### src/hdl/devreg_pkg.sv
// Shared types and constants for the device registry table.
`timescale 1ns / 1ps
package devreg_pkg;

    // Default number of table entries.
    localparam int DEF_MAX_ENTRIES = 64;
    // Width of the index carried by a search token; covers up to 256 entries.
    localparam int HIT_IDX_W = 8;

    // Item selector codes.
    localparam logic [1:0] FN_ADD      = 2'd0;
    localparam logic [1:0] FN_FIND_VD  = 2'd1;
    localparam logic [1:0] FN_FIND_CLS = 2'd2;

    // Result status codes.
    localparam logic [1:0] ST_OK        = 2'd0;
    localparam logic [1:0] ST_NOT_FOUND = 2'd1;
    localparam logic [1:0] ST_FULL      = 2'd2;

    typedef struct packed {
        logic [1:0]  func;
        logic [7:0]  bus_number;
        logic [4:0]  device_number;
        logic [2:0]  function_number;
        logic [15:0] vendor_tag;
        logic [15:0] device_tag;
        logic [7:0]  base_class;
        logic [7:0]  subclass_code;
    } t_dev_req;

    typedef struct packed {
        logic [1:0] status;
        logic [5:0] entry_index;
        logic [6:0] entry_count;
    } t_dev_rsp;

    // One stored table entry, 64 bits.
    typedef struct packed {
        logic [7:0]  bus_number;
        logic [4:0]  device_number;
        logic [2:0]  function_number;
        logic [15:0] vendor_tag;
        logic [15:0] device_tag;
        logic [7:0]  base_class;
        logic [7:0]  subclass_code;
    } t_dev_entry;

    // Search token handed from cell to cell.
    typedef struct packed {
        logic                 valid;
        logic                 by_class;
        logic [15:0]          vendor_tag;
        logic [15:0]          device_tag;
        logic [7:0]           base_class;
        logic [7:0]           subclass_code;
        logic                 hit;
        logic [HIT_IDX_W-1:0] hit_idx;
    } t_dev_tok;

    typedef enum logic {
        S_IDLE,
        S_SEARCH
    } t_dev_state;

endpackage

### src/hdl/devreg_cell.sv
// One table cell: holds an entry and checks the passing search token.
`timescale 1ns / 1ps
module devreg_cell #(
    parameter int IDX   = 0,
    parameter int CNT_W = 7
) (
    input  logic                  i_clk,
    input  logic                  i_rst_n,
    input  logic                  i_wr_en,
    input  logic [CNT_W-1:0]      i_count,
    input  devreg_pkg::t_dev_entry i_wr_entry,
    input  devreg_pkg::t_dev_tok  i_tok,
    output devreg_pkg::t_dev_tok  o_tok
);
    import devreg_pkg::*;

    t_dev_entry r_entry;
    t_dev_tok   r_tok;
    t_dev_tok   n_tok;
    logic       w_filled;
    logic       w_match;

    // Entry is written when the fill pointer lands on this cell.
    always_ff @(posedge i_clk) begin
        if (i_wr_en && (i_count == CNT_W'(IDX))) begin
            r_entry <= i_wr_entry;
        end
    end

    assign w_filled = CNT_W'(IDX) < i_count;

    always_comb begin
        if (i_tok.by_class) begin
            w_match = (r_entry.base_class == i_tok.base_class) &&
                      (r_entry.subclass_code == i_tok.subclass_code);
        end else begin
            w_match = (r_entry.vendor_tag == i_tok.vendor_tag) &&
                      (r_entry.device_tag == i_tok.device_tag);
        end
    end

    // First matching cell claims the token; later cells pass it unchanged.
    always_comb begin
        n_tok = i_tok;
        if (i_tok.valid && !i_tok.hit && w_filled && w_match) begin
            n_tok.hit     = 1'b1;
            n_tok.hit_idx = HIT_IDX_W'(IDX);
        end
    end

    // Only the valid bit is reset; the rest of the token follows it.
    always_ff @(posedge i_clk) begin
        if (!i_rst_n) begin
            r_tok.valid <= 1'b0;
        end else begin
            r_tok.valid <= n_tok.valid;
        end
        r_tok.by_class      <= n_tok.by_class;
        r_tok.vendor_tag    <= n_tok.vendor_tag;
        r_tok.device_tag    <= n_tok.device_tag;
        r_tok.base_class    <= n_tok.base_class;
        r_tok.subclass_code <= n_tok.subclass_code;
        r_tok.hit           <= n_tok.hit;
        r_tok.hit_idx       <= n_tok.hit_idx;
    end

    assign o_tok = r_tok;

endmodule
### config.mk
export PLATFORM = sky130hd
export DESIGN_NAME = devreg_cell
export DESIGN_NICKNAME = d
export VERILOG_FILES = /design/src/hdl/devreg_pkg.sv /design/src/hdl/devreg_cell.sv
export SDC_FILE = /design/constraint.sdc
export NUM_CORES = 1
export LEC_CHECK = 0
export BUFFER_PORTS_ARGS = -buffer_cell sky130_fd_sc_hd__buf_4
export CAP_MARGIN = 10
export CORE_MARGIN = 5
export CORE_UTILIZATION = 46
export DETAILED_ROUTE_END_ITERATION = 16
export PLACE_DENSITY = 0.95
export SLEW_MARGIN = 20
export SYNTH_ARGS = -nofsm -noshare
export SYNTH_HDL_FRONTEND = slang
export SYNTH_SLANG_ARGS = --single-unit
export TNS_END_PERCENT = 10
### constraint.sdc
create_clock -name i_clk -period 6.4 [get_ports i_clk]
set_clock_uncertainty 0.15 [all_clocks]
set_input_delay 0.32 -clock i_clk [delete_from_list [all_inputs] [get_ports i_clk]]
set_output_delay 0.32 -clock i_clk [all_outputs]
set_load 0.005 [all_outputs]
# Word-level counts from Yosys, hierarchy flattened

Cells that the tools add are included.

Bits in registers: 107
Input bits: 133
Output and inout port bits: 59
Logic and storage cells: 26

$lt $le $gt $ge: 1
Equality and inequality tests: 4
Mux-type cells: 1
Reductions and logical operators: 8

Operators with widths:

| kind               | count |
|---|---|
| $eq 16x16->1       | 2 |
| $eq 8x8->1         | 2 |
| $logic_not 7->1    | 1 |
| $lt 1x7->1 const A | 1 |
| $logic_and 1x1->1  | 6 |
| $logic_not 1->1    | 1 |
| $mux 1             | 1 |

# Longest topological paths before layout

Gate-level depths: netlist (run 1).

Depth after elaboration: 4
Depth in mapped cells: 5
Mapped depth without buffers: 5

# Worst setup path before layout (run 1)

No wires, ideal clock.

Path type: input port to flip-flop
Start point: input i_count[1]
End point: register r_entry[0] in the netlist's numbering (enable)
Setup time: 411 ps
Arrival: 1872 ps
Required time: 5839 ps
Setup slack: 3967 ps
Stages on the path: 2
Buffers on the path: 0
Cell sequence: nor4_1 -> and3_1

Longest elaborated chain between the ends: 2

Ends and longest elaborated chain:

| what                 | line              | source |
|---|---|---|
| from (decl)          | devreg_cell.sv:10 | `input logic [CNT_W-1:0] i_count,` |
| $logic_not 7->1      | devreg_cell.sv:25 | `if (i_wr_en && (i_count == CNT_W'(IDX))) begin` |
| $logic_and 1x1->1    | devreg_cell.sv:25 |  |
| to (signal assigned) | devreg_cell.sv:26 | `r_entry <= i_wr_entry;` |
| to (decl)            | devreg_cell.sv:17 | `t_dev_entry r_entry;` |

No other way between the ends.
A chain may end at the register's enable or synchronous reset.

# Worst setup path in the final report (run 1)

Start point: input i_tok[31] in the netlist's numbering
End point: register r_tok (netlist bit o_tok[6])

Longest elaborated chain between the ends: 4

Ends and longest elaborated chain:

| what              | line              | source |
|---|---|---|
| from (decl)       | devreg_cell.sv:12 | `input devreg_pkg::t_dev_tok i_tok,` |
| $eq 16x16->1      | devreg_cell.sv:38 | `(r_entry.device_tag == i_tok.device_tag);` |
| $logic_and 1x1->1 | devreg_cell.sv:37 | `w_match = (r_entry.vendor_tag == i_tok.vendor_tag) &&` |
| $mux 1            | devreg_cell.sv:33 | `if (i_tok.by_class) begin` |
| $logic_and 1x1->1 | devreg_cell.sv:45 | `if (i_tok.valid && !i_tok.hit && w_filled && w_match) begin` |
| to (decl)         | devreg_cell.sv:18 | `t_dev_tok r_tok;` |

No other way between the ends.

==> out/summary.txt, run 1 <==
Num ports -> 192
ANT nets after route -> 0
Synth-to-layout area growth -> 80.4%
RSZ-0062 raised after global routing -> false
Global-route wire length before repair -> 14700 um
CP Data Arrival Time -> 2470 ps
Die W -> 94.4 um
Max_cap viols -> 0
Hold path cells -> 2
Root buf cell -> clkbuf_8
Drt first pass iters -> 4
Slowest stage delay, CP -> 580 ps
Pwr/cell area -> 223 nW/um2
Sum Neg Setup Slack -> 0 ps
Detail Placement HPWL -> 6000 um
Reg2reg start -> r_entry[22]
CTS Hold Bufs -> 96
Critical path capture point type -> register
Clk sinks -> 107
Placed Cells -> 459
Pin count of the biggest net entering global routing -> 49
Worst R2R End -> o_tok[6]
Slew Viols, Final -> 0
Seq cells post-synth -> 107
IO buf count -> 175
Number of global-route vias before repair -> 2958
Final Cell Area -> 5920 um2
Slew headroom -> 0.588
CP Launch Type -> input port
CP top delay family -> simple AND/OR/NAND/NOR gates
Wirelength, routed -> 10000 um
Slowest CP cell -> nor3_2
Least-Margin Pin Slew -> 615 ps
Final Cycle Share -> 0.377
WL/cell -> 17.4 um
Syn_nets -> 321
Buffers inserted by post-CTS timing repair -> 0
Worst Min Path Start -> i_tok[8]
Via count -> 2595
Ys Warns -> 0
Synth Instances -> 188
Worst-Skew Late Latency -> 350 ps
Final hold slack -> 38.5 ps
LEAKAGE -> 2.51 nW
Vias per cell -> 4.51
Worst path buffer plus inverter count -> 2
Final estimated routing congestion in global placement -> 0.749
Total power draw -> 0.00132 W
Max Fclk -> 415 MHz
Num rows -> 30
Synth cell types -> 17
CP cell instances -> dlygate4sd3_1 > buf_4 > xor2_1 > nor4_1 > nand4_1 > nor3_2 > nor3b_1
H-tree levels -> 3
Die H -> 94.4 um
Inserted Clock Buffers -> 9
GRT Total Usage -> 0.225
Fin crit period -> 2410 ps
Final hold violation count -> 0
Max FO, Critical Path -> 9
Critical path class -> input port to register
Count of final setup violators -> 0
Cts repair resizes -> 0
Initial antenna violation count -> 2
Sequential fraction of the synthesis area -> 0.800
Die area -> 8920 um2
Initial Utilization -> 0.477
HP Class -> input port to register
Syn Std Cell Area -> 3280 um2
Clk buf depth -> 2
Register-to-Register Path Depth -> 5
Run status -> complete, no violations
Syn avg cell area -> 17.4 um2
Reg clk slew, reported paths -> 110 ps
Critical path data required time -> 6460 ps
Share of post-route cells with drive strength above 1 -> 0.409
Area post-placement -> 4710 um2
Fin cells -> 576
Initial drt markers -> 44
Residual DRC -> 0
WHS Endpoint -> o_tok[8]
R2R Setup Slk -> 4250 ps
CTS tree -> done
Core footprint -> 6870 um2
Layout net count -> 605
Peak supply drop -> 0.000158 V
Total gr overflow -> 0
Filler cells -> 339
-- per-layer routing --
| layer | vias up | track usage | routed length (um) |
|---|---|---|---|
| met3 | 35 | 0.0566 | 766 |
| met5 | - | 0 | 0 |
| met4 | 0 | 0.117 | 409 |
| met2 | 131 | 0.440 | 5690 |
| li1 | 1236 | - | - |
| met1 | 1193 | 0.211 | 3170 |
-- placed cells by master (no fill, tap or decap), types with 2 or more instances in the layout --
master         instances
xnor2_1               16
nor3_1                 2
diode_2                3
or3_1                  2
nand4_1                6
clkinv_4               2
buf_4                175
edfxtp_1              48
clkinvlp_4             2
nor3b_1                8
dlygate4sd3_1         97
clkbuf_8              10
nor4_1                 7
xor2_1                32
dfxtp_1               59
-- flip-flops by register name (all words and copies together) (netlist names) --
| register | cells |
|---|---|
| r_entry | 48 |
| o_tok | 59 |
-- cells in the mapped netlist --
master    number  share of area
nor4_4         1         0.0065
nand2b_1       1         0.0019
a21oi_1        1         0.0015
xnor2_1       16          0.043
nor4_1         7          0.013
nor3b_1        8          0.018
edfxtp_1      48           0.44
xor2_1        32          0.085
nand4_1        6          0.011
dfxtp_1       59           0.36
nor3_1         2         0.0031
and2_1         1         0.0019
nand3_1        1         0.0015
or3_1          2         0.0038
nor4_2         1         0.0038
nor3_2         1         0.0031
and3_1         1         0.0019
-- layout make-up --
| type | instances | area [um2] | share of cell area |
|---|---|---|---|
| diodes | 3 | 7.51 | 0.00127 |
| clock buffers | 11 | 141 | 0.0239 |
| clock inverters | 5 | 62.6 | 0.0106 |
| multi-input cells | 81 | 658 | 0.111 |
| flip-flops and latches | 107 | 2620 | 0.443 |
| well taps | 96 | 120 | 0.0203 |
| repair buffers | 273 | 2300 | 0.390 |
-- cells by family after synthesis --
logic type,count (synthesis),share of synthesized area
flip-flops,107,0.800
XOR/XNOR,48,0.128
AND/OR/NAND/NOR,32,0.0706
AO/OA/AOI/OAI,1,0.00152
-- worst max path at each step --
stage | cells past startpoint | start | slack, ps | endpoint
CTS | 7 | i_tok[29] | 4000 | o_tok[3]
finish | 7 | i_tok[31] | 3990 | o_tok[6]
global route | 7 | i_tok[31] | 3900 | o_tok[3]
floorplan | 2 | i_count[1] | 3970 | r_entry[0]
global placement | 3 | i_count[1] | 4020 | r_entry[17]
detailed placement | 3 | i_count[1] | 3890 | r_entry[20]
-- worst register-to-register path, cell delays in order (launching register included) --
cell and delay, ps:
edfxtp_1 410, xor2_1 160, nor4_1 350, nand4_1 220, nor3_2 580, nor3b_1 150
-- power breakdown --
group	internal, W	switching (W)
clock network	0.000193	0.000220
registers	0.000733	0.00000744
logic	0.000117	0.0000498
-- stage by stage --
stage / worst slack [ps] / util
2_1_floorplan: 3970 / -
3_3_place_gp: 4020 / 0.686
3_5_place_dp: 3890 / 0.686
4_1_cts: 4000 / 0.856
5_1_grt: 3900 / 0.861
6_report: 3990 / 0.861
Power figures use the tool's default switching activity.
==> run 2, diff against run 1 <==
Settings changed: CORE_UTILIZATION 46 to 43, PLACE_DENSITY 0.95 to 0.9.
Clock period 6.4 ns to 2.3 ns, I/O delays scaled along.
==> run 2 against run 1 <==
The run now fails in 4_1_cts. Synthesized cell count did not move. Area after synthesis did not move.
==> out/summary.txt, run 2 <==
Syn_nets -> 321
Share of the synthesized area in the top cell type -> 0.440
IO buf count -> 175
First error -> [ERROR RSZ-0060] Max buffer count reached.
Largest area contributor in the netlist -> edfxtp_1
EDFF count, synth -> 48
Share of flip-flops with an asynchronous set or reset -> 0
Root buf cell -> clkbuf_8
Detail Placement HPWL -> 6250 um
Num ports -> 192
Most frequent cells after synthesis -> 59 x dfxtp_1, 48 x edfxtp_1, 32 x xor2_1
Syn avg cell area -> 17.4 um2
Buffers inserted by post-CTS timing repair -> 0
CTS Hold Bufs -> 101
Synth cell types -> 17
Cts repair resizes -> 0
Seq cells post-synth -> 107
Clk sinks -> 107
Inserted Clock Buffers -> 9
Clk buf depth -> 2
Sequential fraction of the synthesis area -> 0.800
Top-count cell post-synth -> dfxtp_1
Initial Utilization -> 0.447
Num rows -> 31
Primary FF master, synth -> dfxtp_1
Die H -> 97.3 um
Final estimated routing congestion in global placement -> 0.836
Run status -> aborted with a tool error
Ys Warns -> 0
Exit stage -> 4_1_cts
Main area contributors after synthesis -> edfxtp_1 44%, dfxtp_1 36%, xor2_1 8.5%, xnor2_1 4.3%, nor3b_1 1.8%
Die W -> 97.3 um
Syn Std Cell Area -> 3280 um2
H-tree levels -> 3
Synth Instances -> 188
-- run 2: cell counts after synthesis --
Identical to the previous run, type by type.
-- run 2: kinds of logic after synthesis --
kind of cell,share of synthesized area
xor+xnor,0.128
compound gates,0.00152
flops,0.800
simple gates,0.0706
-- run 2: through the flow --
step / utilization / cell area (um2) / std cells / hold slack, ps / setup WS, ps
after detailed placement: 0.650 / 4770 / 465 / 85.8 / 312
after global placement: 0.650 / 4770 / 465 / 85.2 / 429
after floorplan: - / 3280 / 188 / -7.28 / 72.1
==> run 3, diff against run 2 <==
Settings changed: CORE_UTILIZATION 43 to 40, PLACE_DENSITY 0.9 to default, PLACE_DENSITY_LB_ADDON from default to 0.15.
==> run 3 against run 2 <==
The run again fails in 4_1_cts. Area after synthesis did not move. Synthesized cell count did not move.
==> out/summary.txt, run 3 <==
H-tree levels -> 3
Syn_nets -> 321
CTS Hold Bufs -> 101
Most frequent cells after synthesis -> 59 x dfxtp_1, 48 x edfxtp_1, 32 x xor2_1
Buffers inserted by post-CTS timing repair -> 0
Final estimated routing congestion in global placement -> 0.688
Inserted Clock Buffers -> 9
Share of flip-flops with an asynchronous set or reset -> 0
Detail Placement HPWL -> 5780 um
Run status -> aborted with a tool error
Num rows -> 33
Exit stage -> 4_1_cts
Clk sinks -> 107
Root buf cell -> clkbuf_8
Synth Instances -> 188
First error -> [ERROR RSZ-0060] Max buffer count reached.
Post-place setup slack -> 312 ps
Primary FF master, synth -> dfxtp_1
Syn Std Cell Area -> 3280 um2
Initial Utilization -> 0.405
IO buf count -> 175
Cts repair resizes -> 0
Syn avg cell area -> 17.4 um2
Largest area contributor in the netlist -> edfxtp_1
Die H -> 101 um
Num ports -> 192
Synth cell types -> 17
Share of the synthesized area in the top cell type -> 0.440
Seq cells post-synth -> 107
Clk buf depth -> 2
EDFF count, synth -> 48
Die W -> 101 um
Ys Warns -> 0
Sequential fraction of the synthesis area -> 0.800
Top-count cell post-synth -> dfxtp_1
Main area contributors after synthesis -> edfxtp_1 44%, dfxtp_1 36%, xor2_1 8.5%, xnor2_1 4.3%, nor3b_1 1.8%
-- run 3: logic make-up after synthesis --
family | share of synthesized area
xor+xnor | 0.128
simple gates | 0.0706
compound gates | 0.00152
flops | 0.800
-- run 3: metrics by stage --
stage	std cells	cell area, um2	utilization
after detailed placement	470	4750	0.587
after global placement	470	4750	0.587
after floorplan	188	3280	-
